`config.mk`:
```
export PLATFORM = sky130hd
export DESIGN_NAME = mtrb_queue
export DESIGN_NICKNAME = d
export VERILOG_FILES = /design/src/marker_table_range_bearing_defines.svh /design/src/mtrb_pkg.sv /design/src/mtrb_queue.sv
export SDC_FILE = /design/constraint.sdc
export NUM_CORES = 1
export LEC_CHECK = 0
export BUFFER_PORTS_ARGS = -buffer_cell sky130_fd_sc_hd__buf_2
export CORE_MARGIN = 5
export CORE_UTILIZATION = 52
export DETAILED_ROUTE_END_ITERATION = 7
export GPL_ROUTABILITY_DRIVEN = 0
export HOLD_SLACK_MARGIN = 0.02
export PLACE_DENSITY = 0.76
export SKIP_CTS_REPAIR_TIMING = 1
export SLEW_MARGIN = 10
export SYNTH_ARGS = -nofsm -noshare
export SYNTH_HDL_FRONTEND = slang
export SYNTH_SLANG_ARGS = --single-unit
```
`constraint.sdc`:
```
create_clock -name i_clk -period 13.4 [get_ports i_clk]
set_input_delay 2.01 -clock i_clk [delete_from_list [all_inputs] [get_ports i_clk]]
set_output_delay 2.01 -clock i_clk [all_outputs]
set_load 0.005 [all_outputs]
```
`src/marker_table_range_bearing_defines.svh`:
```
// ----------------------------------------------------------------------------
// Marker table assertion macros
// Shared property wrappers, clocked on i_clk with reset i_rst_n.
// ----------------------------------------------------------------------------
`ifndef MARKER_TABLE_RANGE_BEARING_DEFINES_SVH
`define MARKER_TABLE_RANGE_BEARING_DEFINES_SVH

// check a consequence in the same cycle
`define MTRB_ASSERT_IMPL(lbl, ante, cons, msg) \
    lbl: assert property (@(posedge i_clk) disable iff (!i_rst_n) (ante) |-> (cons)) \
        else $error(msg);

// check a consequence in the following cycle
`define MTRB_ASSERT_NEXT(lbl, ante, cons, msg) \
    lbl: assert property (@(posedge i_clk) disable iff (!i_rst_n) (ante) |=> (cons)) \
        else $error(msg);

`endif

```
`src/mtrb_pkg.sv`:
```
// ----------------------------------------------------------------------------
// Marker table package
// Sizes, angle constants, the arctangent step table and shared types.
// ----------------------------------------------------------------------------
`default_nettype none

package mtrb_pkg;

    localparam int CAPACITY     = 32;
    localparam int IDX_W        = (CAPACITY > 1) ? $clog2(CAPACITY) : 1;
    localparam int CNT_W        = $clog2(CAPACITY + 1);
    localparam int ANG_W        = 24;
    localparam int CIN_W        = 36;
    localparam int CW           = 38;
    localparam int CORDIC_STEPS = 16;
    localparam int MM_SCALE     = 1000;

    localparam logic signed [ANG_W-1:0] ANG_PI     = 24'sd205887;
    localparam logic signed [ANG_W-1:0] ANG_TWO_PI = 24'sd411774;

    // arctangent of 2^-i in units of 2^-16 rad
    function automatic logic signed [ANG_W-1:0] atan_step(input logic [3:0] i);
        logic signed [ANG_W-1:0] v;
        case (i)
            4'd0:    v = 24'sd51472;
            4'd1:    v = 24'sd30386;
            4'd2:    v = 24'sd16055;
            4'd3:    v = 24'sd8150;
            4'd4:    v = 24'sd4091;
            4'd5:    v = 24'sd2047;
            4'd6:    v = 24'sd1024;
            4'd7:    v = 24'sd512;
            4'd8:    v = 24'sd256;
            4'd9:    v = 24'sd128;
            4'd10:   v = 24'sd64;
            4'd11:   v = 24'sd32;
            4'd12:   v = 24'sd16;
            4'd13:   v = 24'sd8;
            4'd14:   v = 24'sd4;
            default: v = 24'sd2;
        endcase
        return v;
    endfunction

    typedef struct packed {
        logic              is_pose;
        logic              hold_pos;
        logic [9:0]        id;
        logic signed [31:0] px;
        logic signed [31:0] py;
        logic signed [15:0] qx;
        logic signed [15:0] qy;
        logic signed [15:0] qz;
        logic signed [15:0] qw;
        logic signed [31:0] vx;
        logic signed [31:0] vy;
    } t_item;

    typedef struct packed {
        logic [9:0]        id;
        logic signed [31:0] x;
        logic signed [31:0] y;
    } t_entry;

    typedef struct packed {
        logic [9:0]        id;
        logic signed [31:0] x;
        logic signed [31:0] y;
        logic [26:0]       mm;
        logic signed [31:0] spd;
        logic signed [15:0] brg;
        logic              dropped;
        logic              last;
    } t_result;

    typedef struct packed {
        logic [30:0]       ax;
        logic [30:0]       ay;
        logic signed [31:0] sx;
        logic signed [31:0] sy;
        logic signed [31:0] vx;
        logic signed [31:0] vy;
        logic              sh;
    } t_rng_in;

    typedef enum logic [3:0] {
        S_IDLE, S_SRD, S_SCMP, S_APP, S_Q1, S_Q2, S_Q3, S_YAW,
        S_PRD, S_PDIF, S_PSC, S_PWAIT
    } t_bstate;

    typedef enum logic [1:0] {
        C_IDLE, C_NORM, C_ROT
    } t_cstate;

    typedef enum logic [2:0] {
        R_IDLE, R_MUL, R_SQRT, R_MM, R_DIV, R_FIN
    } t_rstate;

endpackage

`default_nettype wire

```
`src/mtrb_queue.sv`:
```
// ----------------------------------------------------------------------------
// Marker table front queue
// Accepts input items, classifies them and holds up to two for the back end.
// ----------------------------------------------------------------------------
`default_nettype none

module mtrb_queue
    import mtrb_pkg::*;
(
    input  wire logic              i_clk,
    input  wire logic              i_rst_n,
    input  wire logic              i_valid,
    output      logic              o_stall,
    input  wire logic              i_cmd,
    input  wire logic [9:0]        i_marker_id,
    input  wire logic signed [31:0] i_pos_x,
    input  wire logic signed [31:0] i_pos_y,
    input  wire logic              i_no_depth,
    input  wire logic signed [15:0] i_quat_x,
    input  wire logic signed [15:0] i_quat_y,
    input  wire logic signed [15:0] i_quat_z,
    input  wire logic signed [15:0] i_quat_w,
    input  wire logic signed [31:0] i_vel_x,
    input  wire logic signed [31:0] i_vel_y,
    output      logic              o_q_valid,
    input  wire logic              i_q_pop,
    output      t_item             o_q_item
);

    t_item      r_slot [2];
    logic       r_wr, r_rd;
    logic [1:0] r_fill;
    logic       push, pop;
    t_item      item;

    // classify: pose or observation, and whether an observation keeps the entry
    always_comb begin
        item.is_pose  = i_cmd;
        item.hold_pos = (i_pos_x == 32'sd0) && (i_pos_y == 32'sd0) && i_no_depth;
        item.id       = i_marker_id;
        item.px       = i_pos_x;
        item.py       = i_pos_y;
        item.qx       = i_quat_x;
        item.qy       = i_quat_y;
        item.qz       = i_quat_z;
        item.qw       = i_quat_w;
        item.vx       = i_vel_x;
        item.vy       = i_vel_y;
    end

    assign o_stall   = (r_fill == 2'd2);
    assign push      = i_valid && !o_stall;
    assign o_q_valid = (r_fill != 2'd0);
    assign pop       = o_q_valid && i_q_pop;
    assign o_q_item  = r_slot[r_rd];

    // advance pointers and fill level
    always_ff @(posedge i_clk) begin
        if (!i_rst_n) begin
            r_wr   <= 1'b0;
            r_rd   <= 1'b0;
            r_fill <= 2'd0;
        end else begin
            if (push) r_wr <= ~r_wr;
            if (pop)  r_rd <= ~r_rd;
            r_fill <= r_fill + {1'b0, push} - {1'b0, pop};
        end
    end

    // store the transfer
    always_ff @(posedge i_clk) begin
        if (push) r_slot[r_wr] <= item;
    end

endmodule

`default_nettype wire

```
==> results.toml, run 1 <==
[synthesis]
synth_fp_nets = 892
yosys_warnings = 0
yosysUniqueCellTypes = 23
ys_seq_area_share_pct = 81.5
synthCells = 682
dominantRegCellSynth = "edfxtp_1"
async_flop_share_pct = 0
syn_avg_cell_area_um2 = 22.2
synth-seq-cells = 413
syn-cell-area_um2 = 15200
synth_edf_count = 408

[detailed_routing]
routed_via_density = 5.10
wl_per_cell_um = 20.6
detail-route-antenna-nets = 0
vias = 7846
drc_errors = 0
first_pass_iters = 4
first_iter_violations = 420
drt-total-wl_um = 31700

[floorplan]
initial_core_util_pct = 52.7
die_area_um2 = 32700
die_y_um = 181
core-area_um2 = 28800
die_w_um = 181
rows = 62
ios = 414

[cells_and_area]
layout-drive-gt1-share_pct = 59.7
n_fill_cell = 2004
finish.utilization_pct = 65.5
syn2layout_area_growth_pct = 24.3
layout.nets = 1332

[timing]
max_freq_mhz = 206
post-route-period-util_pct = 36.2
rsz0062_at_grt = "false"
relSlewSlack_pct = 24.6
drv_slew = 0
fin_crit_ps = 4860
tightest_slew_ps = 1130
timing_hold_violations_final = 0
setup_viol = 0
fin_worst_skew_ps = 11.9
fin_tns_setup_ps = 0

[pwr]
p_int_mw = 2.64
p_per_area_nw_per_um2 = 187
peakVddDrop_v = 0.000168
combPwrFrac_pct = 20.9
power_frac_clock_pct = 30.9
cellLeakagePower_nw = 6.97
p_switching_uw = 882
switching_share_pct = 25.0
seqPwrFrac_pct = 48.2

[worst_hold_path]
hp-start = "r_rd"
hold_class = "flop to flop"

[clock_network]
clk_latency_ps = 520
cts_root_buf = "clkbuf_16"
clockBufferDepth = 3
clk_pin_slew_ps = 60
tritoncts = "done"
htreeDepth = 2
cts_buffers = 41
clock_sinks = 413

[global_route]
track_usage_pct = 18.6
grt_max_degree = 81
overflow = 0
first_global_vias = 8568
antenna_found_initial = 7
grt_pass1_wl_um = 47900

[critical_path]
crit_arrival_ps = 2850
crit_required_ps = 11390
worstSetupEndpointType = "primary output"
cp_max_fo = 79
reg2reg_from = "r_fill[0]"
crit_path_start_kind = "flop"
crit_type = "flop to primary output"

[outcome]
status = "finished, final reports clean"

[placed_design]
port_buffers = 413
dp_hpwl_um = 21600

[job]
maxCapViolCount = 0
-- state kept, by name (all words and copies together), names as in the netlist, named ones only --
register	flops
r_wr	1
r_slot	408
r_fill	2
r_rd	1
-- cell type report --
type | count | area (um2) | area share (%)
Sequential cell | 413 | 12400 | 65.5
Multi-Input combinational cell | 244 | 2580 | 13.7
Timing Repair Buffer | 420 | 2120 | 11.2
Clock buffer | 46 | 1090 | 5.77
Tap cell | 384 | 480 | 2.55
Clock inverter | 26 | 208 | 1.10
Inverter | 2 | 7.51 | 0.0398
Antenna cell | 3 | 7.51 | 0.0398
-- cells in the mapped netlist (2+ instances only) --
library cell	instances	area, um2
edfxtp_1	408	12300
mux2_2	204	2300
buf_6	18	203
nor4_1	14	87.6
buf_2	5	25.0
dfxtp_1	5	100
xnor2_1	4	35.0
and2_1	3	18.8
ha_1	2	25.0
inv_1	2	7.51
nand3_1	2	10.0
nand4_1	2	12.5
nor2_1	2	7.51
nor2b_1	2	12.5
-- worst max-delay path: stages (launching register included) --
cell     delay (ps)
dfxtp_4         780
buf_4           880
mux2_2          430
buf_2           130
-- cells by family after synthesis --
group | count (synthesis) | synth area share, %
buffers and inverters | 25 | 1.55
and+or+nand+nor | 34 | 1.42
adders and majority gates | 2 | 0.165
DFF | 413 | 81.5
muxes | 204 | 15.2
xor gates and xnor gates | 4 | 0.231
-- worst paths after layout --
check                    to  slack, ps  cells after the start
max            o_q_item[82]       8540                      3
min reg2reg            flop        550                      2
min                    flop        550                      2
max reg2reg  r_slot[1][170]      10540                      3
-- power by group through the flow --
stage	clock network, mW	logic [mW]	registers (mW)
floorplan	0	0.458	1.75
global placement	0	0.743	1.71
detailed placement	0	0.748	1.73
CTS	1.12	0.754	1.70
global route	1.18	0.797	1.71
finish	1.09	0.737	1.70
-- placed cells by master (no fill, tap or decap), types with 3 or more instances in the layout --
master / instances
edfxtp_1: 408
bufinv_16: 3
buf_4: 7
mux2_2: 204
clkinv_2: 5
clkinvlp_4: 4
clkbuf_16: 43
dfxtp_1: 4
nor4_1: 14
clkinv_1: 12
buf_2: 413
and2_1: 3
xnor2_1: 4
clkbuf_1: 3
diode_2: 3
-- metrics by stage --
| stage | hold WS, ps | instances | power, mW | area (um2) | worst slack [ps] |
|---|---|---|---|---|---|
| finish | 550 | 1538 | 3.52 | 18900 | 8540 |
| CTS | 555 | 1535 | 3.57 | 18800 | 8490 |
| detailed placement | 540 | 1463 | 2.47 | 17500 | 8950 |
| global route | 620 | 1538 | 3.69 | 18900 | 8390 |
| floorplan | 503 | 682 | 2.21 | 15200 | 2070 |
| global placement | 517 | 1463 | 2.46 | 17500 | 8960 |
-- routing by layer --
| metal | GRT usage [%] | routed length, um | up-vias |
|---|---|---|---|
| met2 | 33.1 | 16500 | 293 |
| li1 | - | - | 3618 |
| met1 | 20.9 | 11500 | 3861 |
| met5 | 0 | 42 | - |
| met3 | 6.54 | 2700 | 66 |
| met4 | 6.50 | 914 | 8 |
Note: power is estimated with default switching activity, not from simulation.
==> run 2: changes to the inputs <==
ABC_AREA = 1   (was not set)
CORE_UTILIZATION = 48   (was 52)
PLACE_DENSITY = 0.74   (was 0.76)
clock period = 4.2 ns   (was 13.4 ns; I/O delays follow)
==> results.toml, run 2 <==
[outcome]
status = "finished, final reports clean"

[detailed_routing]
vias = 8212
wl_per_cell_um = 20.6
drc_errors = 0
routed_via_density = 4.97
drt-total-wl_um = 34000
first_iter_violations = 347
detail-route-antenna-nets = 0
first_pass_iters = 4

[clock_network]
cts_buffers = 43
clk_latency_ps = 520
clock_sinks = 413
clk_pin_slew_ps = 60
clockBufferDepth = 3
tritoncts = "done"
htreeDepth = 2
cts_root_buf = "clkbuf_16"

[cells_and_area]
reg_top3 = "r_slot x408, r_fill x2"
final_cell_mix = "buf_2 (413), edfxtp_1 (408), mux2_4 (160)"
top_register = "r_slot"
syn2layout_area_growth_pct = 25.3
layout-drive-gt1-share_pct = 58.1
finish.utilization_pct = 61.0
layout.nets = 1385
final_common_cell = "buf_2"
largest_register_ffs = 408

[timing]
drv_slew = 0
max_freq_mhz = 329
setup_viol = 0
relSlewSlack_pct = 29.3
timing_hold_violations_final = 0
fin_crit_ps = 3040
rsz0062_at_grt = "false"
fin_worst_skew_ps = 17.5
post-route-period-util_pct = 72.5
tightest_slew_ps = 1060
worst_hold_slack_ps = 291

[synthesis]
synthCells = 721
synth-seq-cells = 413
yosysUniqueCellTypes = 19
syn_avg_cell_area_um2 = 22.0
async_flop_share_pct = 0
dominantRegCellSynth = "edfxtp_1"
synth_top_cell_by_area = "edfxtp_1"
syn-cell-area_um2 = 15800
ys_seq_area_share_pct = 78.0
post-synth-top-count-cell = "edfxtp_1"
yosys-top-cells-count = "edfxtp_1 (408), mux2_4 (160), mux2_2 (44), nor2_1 (42), buf_6 (19)"
yosys_warnings = 0
synth_top_cell_area_share_pct = 77.4
synth_fp_nets = 931
synthTopCellsByArea = "edfxtp_1 (77%), mux2_4 (15%), mux2_2 (3.1%)"
synth_edf_count = 408

[global_route]
first_global_vias = 8758
overflow = 0
antenna_found_initial = 9
track_usage_pct = 17.7
grt_pass1_wl_um = 49900
grt_max_degree = 109

[floorplan]
core-area_um2 = 32500
die_area_um2 = 36700
die_y_um = 192
die_w_um = 192
ios = 414
initial_core_util_pct = 48.7
rows = 66

[worst_hold_path]
min_to = "r_slot[1][23]"
hold_class = "input pin to flop"
holdPathStages = 1
hp-start = "i_vel_y[23]"

[pwr]
cellLeakagePower_nw = 7.73
p_per_area_nw_per_um2 = 597
peakVddDrop_v = 0.000423

[critical_path]
worstSetupEndpointType = "primary output"
ff2ff_path_depth = 4
crit_required_ps = 3570
cp_max_fo = 37
reg2reg_from = "r_fill[1]"
r2r_setup_slack_ps = 2020
crit_type = "flop to primary output"
r2r-end = "r_slot[0][166]"
crit_arrival_ps = 2410
crit_path_start_kind = "flop"

[placed_design]
dp_hpwl_um = 24100
port_buffers = 413

[job]
maxCapViolCount = 0
run 2: critical path: stages (launching register included):
cell	delay, ps
dfxtp_4	740
buf_12	350
buf_12	280
mux2_4	330
buf_2	130
run 2: where the power goes:
group / switching [mW] / leakage, nW / internal (mW)
Clock: 1.46 / 0.669 / 2.14
Combinational: 1.28 / 3.21 / 1.49
Sequential: 0.215 / 3.85 / 5.26
Total: 2.96 / 7.73 / 8.88
run 2: area by class of cell:
cell class,instances,area [um2]
diodes,4,10.0
clock buffers,53,1160
clock inverters,23,189
flip-flops and latches,413,12400
multi-input cells,279,3240
inverters,6,22.5
well taps,442,553
repair buffers,432,2310
fillers,2442,12700
run 2: how the worst max path moves through the flow:
stage / start / endpoint / cells after the start
2_1_floorplan: i_valid / r_slot[1][0] / 2
3_3_place_gp: i_valid / r_slot[0][172] / 4
3_5_place_dp: i_valid / r_slot[0][172] / 4
4_1_cts: flop / o_q_item[200] / 4
5_1_grt: flop / o_q_item[200] / 4
6_report: flop / o_q_item[200] / 4
run 2: per-stage QoR:
| stage | std cells | setup WS (ps) | total power [mW] | TNS (ps) | cell area (um2) |
|---|---|---|---|---|---|
| after detailed placement | 1572 | 1650 | 8.36 | 0 | 18500 |
| after floorplan | 721 | -2280 | 7.34 | -930400 | 15800 |
| after global placement | 1572 | 1690 | 8.30 | 0 | 18500 |
| after global routing | 1651 | 1040 | 12.4 | 0 | 19800 |
| final | 1652 | 1160 | 11.8 | 0 | 19800 |
| after CTS | 1648 | 1110 | 12.0 | 0 | 19800 |
run 2: layer usage:
layer	GRT usage (%)	share of wire [%]
met5	0	0.20
met4	6.24	3.4
met1	20.3	37
met3	6.07	9.3
met2	31.1	50
run 2: cell families after synthesis:
logic type | Yosys count | synth area share [%]
compound gates | 8 | 0.277
fa+ha+maj | 2 | 0.158
xor+xnor | 1 | 0.0553
flops | 413 | 78.0
simple gates | 64 | 1.60
buf+inv | 29 | 1.62
mux | 204 | 18.3
==> run 3: changes to the inputs <==
CORE_UTILIZATION = 53   (was 48)
PLACE_DENSITY = 0.77   (was 0.74)
clock period = 3.15 ns   (was 4.2 ns; I/O delays follow)
==> results.toml, run 3 (same netlist as run 2, synthesis figures left out) <==
[placed_design]
port_buffers = 413
place_ws_ps = 1030
dp_hpwl_um = 23300
dpl_cell_area_um2 = 18400
post-place-cells = 1516

[job]
maxCapViolCount = 0

[timing]
drv_slew = 0
max_freq_mhz = 381
fin_worst_skew_ps = 9.34
fin_ws_ps = 529
relSlewSlack_pct = 58.5
rsz0062_at_grt = "false"
tightest_slew_ps = 622
worst_hold_slack_ps = 150
fin_tns_setup_ps = 0
post-route-period-util_pct = 83.2
timing_hold_violations_final = 0
setup_viol = 0
fin_crit_ps = 2620

[detailed_routing]
first_pass_iters = 5
detail-route-antenna-nets = 0
first_iter_violations = 417
drt-total-wl_um = 33100
vias = 8101
wl_per_cell_um = 20.9
routed_via_density = 5.11
drc_errors = 0

[critical_path]
critPathMaxStageDelay_ps = 600
critPathSlowestCell = "dfxtp_4"
crit_chain = "buf_12 -> mux2_4 -> buf_2"
ff2ff_path_depth = 3
reg2reg_from = "r_fill[0]"
crit_required_ps = 2680
r2r_setup_slack_ps = 1300
crit_arrival_ps = 2150
r2r-end = "r_slot[1][61]"
cp_max_fo = 68
worstSetupEndpointType = "primary output"
crit_type = "flop to primary output"
crit_path_start_kind = "flop"

[cells_and_area]
finalInstanceArea_um2 = 19600
final_cell_mix = "buf_2 (413), edfxtp_1 (408), mux2_4 (160)"
top_register = "r_slot"
final_common_cell = "buf_2"
layout-drive-gt1-share_pct = 57.8
final_cell_count_no_fill = 1586
largest_register_ffs = 408
syn2layout_area_growth_pct = 23.6
layout.nets = 1379
diodes = 0
reg_top3 = "r_slot x408, r_fill x2"

[clock_network]
htreeDepth = 2
tritoncts = "done"
clockBufferDepth = 3
cts_buffers = 41
clk_latency_ps = 500
cts_root_buf = "clkbuf_16"
clk_pin_slew_ps = 60
clock_sinks = 413

[pwr]
combPwrFrac_pct = 23.9
power_frac_clock_pct = 28.7
cellLeakagePower_nw = 7.63
p_int_mw = 11.5
seqPwrFrac_pct = 47.5
peakVddDrop_v = 0.000626
switching_share_pct = 25.2
p_switching_mw = 3.85
p_per_area_nw_per_um2 = 783

[global_route]
overflow = 0
grt_max_degree = 106
first_global_vias = 8572
track_usage_pct = 19.1
grt_pass1_wl_um = 49200
antenna_found_initial = 6

[floorplan]
die_w_um = 183
die_area_um2 = 33400
die_y_um = 183
initial_core_util_pct = 53.6
rows = 63
ios = 414
core-area_um2 = 29600

[outcome]
status = "finished, final reports clean"

[worst_hold_path]
min_to = "r_slot[0][112]"
hp-start = "i_quat_x[0]"
holdPathStages = 1
hold_class = "input pin to flop"
==> run 3: cell types whose count changed in the layout (fill, tap and decap cells not counted), moves of 2 or more <==
cell | previous run | this run
bufinv_16 | 3 | 1
clkbuf_8 | 0 | 2
diode_2 | 4 | 0
clkinvlp_4 | 0 | 2
buf_4 | 11 | 9
clkbuf_16 | 45 | 41
buf_12 | 8 | 6
clkinv_2 | 11 | 7
==> run 3: worst max-delay path by stage <==
stage | from | end | depth (start not counted)
2_1_floorplan | i_valid | r_slot[0][0] | 2
5_1_grt | flop | o_q_item[42] | 3
6_report | flop | o_q_item[121] | 3
4_1_cts | flop | o_q_item[42] | 3
3_3_place_gp | flop | o_q_item[34] | 3
3_5_place_dp | flop | o_q_item[42] | 3
==> run 3: power groups by stage <==
| stage | clock network (mW) | registers [mW] | logic (mW) |
|---|---|---|---|
| final | 4.39 | 7.27 | 3.66 |
| after floorplan | 0 | 7.35 | 2.37 |
| after global routing | 4.73 | 7.34 | 3.93 |
| after detailed placement | 0 | 7.39 | 3.71 |
| after CTS | 4.49 | 7.28 | 3.73 |
| after global placement | 0 | 7.34 | 3.66 |
==> run 3: cell type report <==
type	instances	area (um2)
well taps	390	488
clock buffers	50	1080
flip-flops and latches	413	12400
fillers	1976	9980
repair buffers	428	2250
multi-input cells	279	3250
clock inverters	20	128
inverters	6	22.5
==> run 3: stage by stage <==
stage	util, %	power [mW]
detailed placement	62.2	11.1
floorplan	-	9.71
global route	66.2	16.0
CTS	66.2	15.5
global placement	62.2	11.0
finish	66.2	15.3
==> run 3: routing by layer <==
layer | vias to the layer above | global-route usage [%] | part of all wire [%]
li1 | 3713 | - | -
met5 | - | 0 | 0.26
met4 | 12 | 4.32 | 1.8
met2 | 387 | 32.8 | 49
met3 | 47 | 7.58 | 11
met1 | 3942 | 23.0 | 37
==> run 3: critical path, delay by kind of cell (launching register included) <==
family	cells	cell delay, ps
buffers and inverters	2	540
multiplexers	1	350
flip-flops	1	600
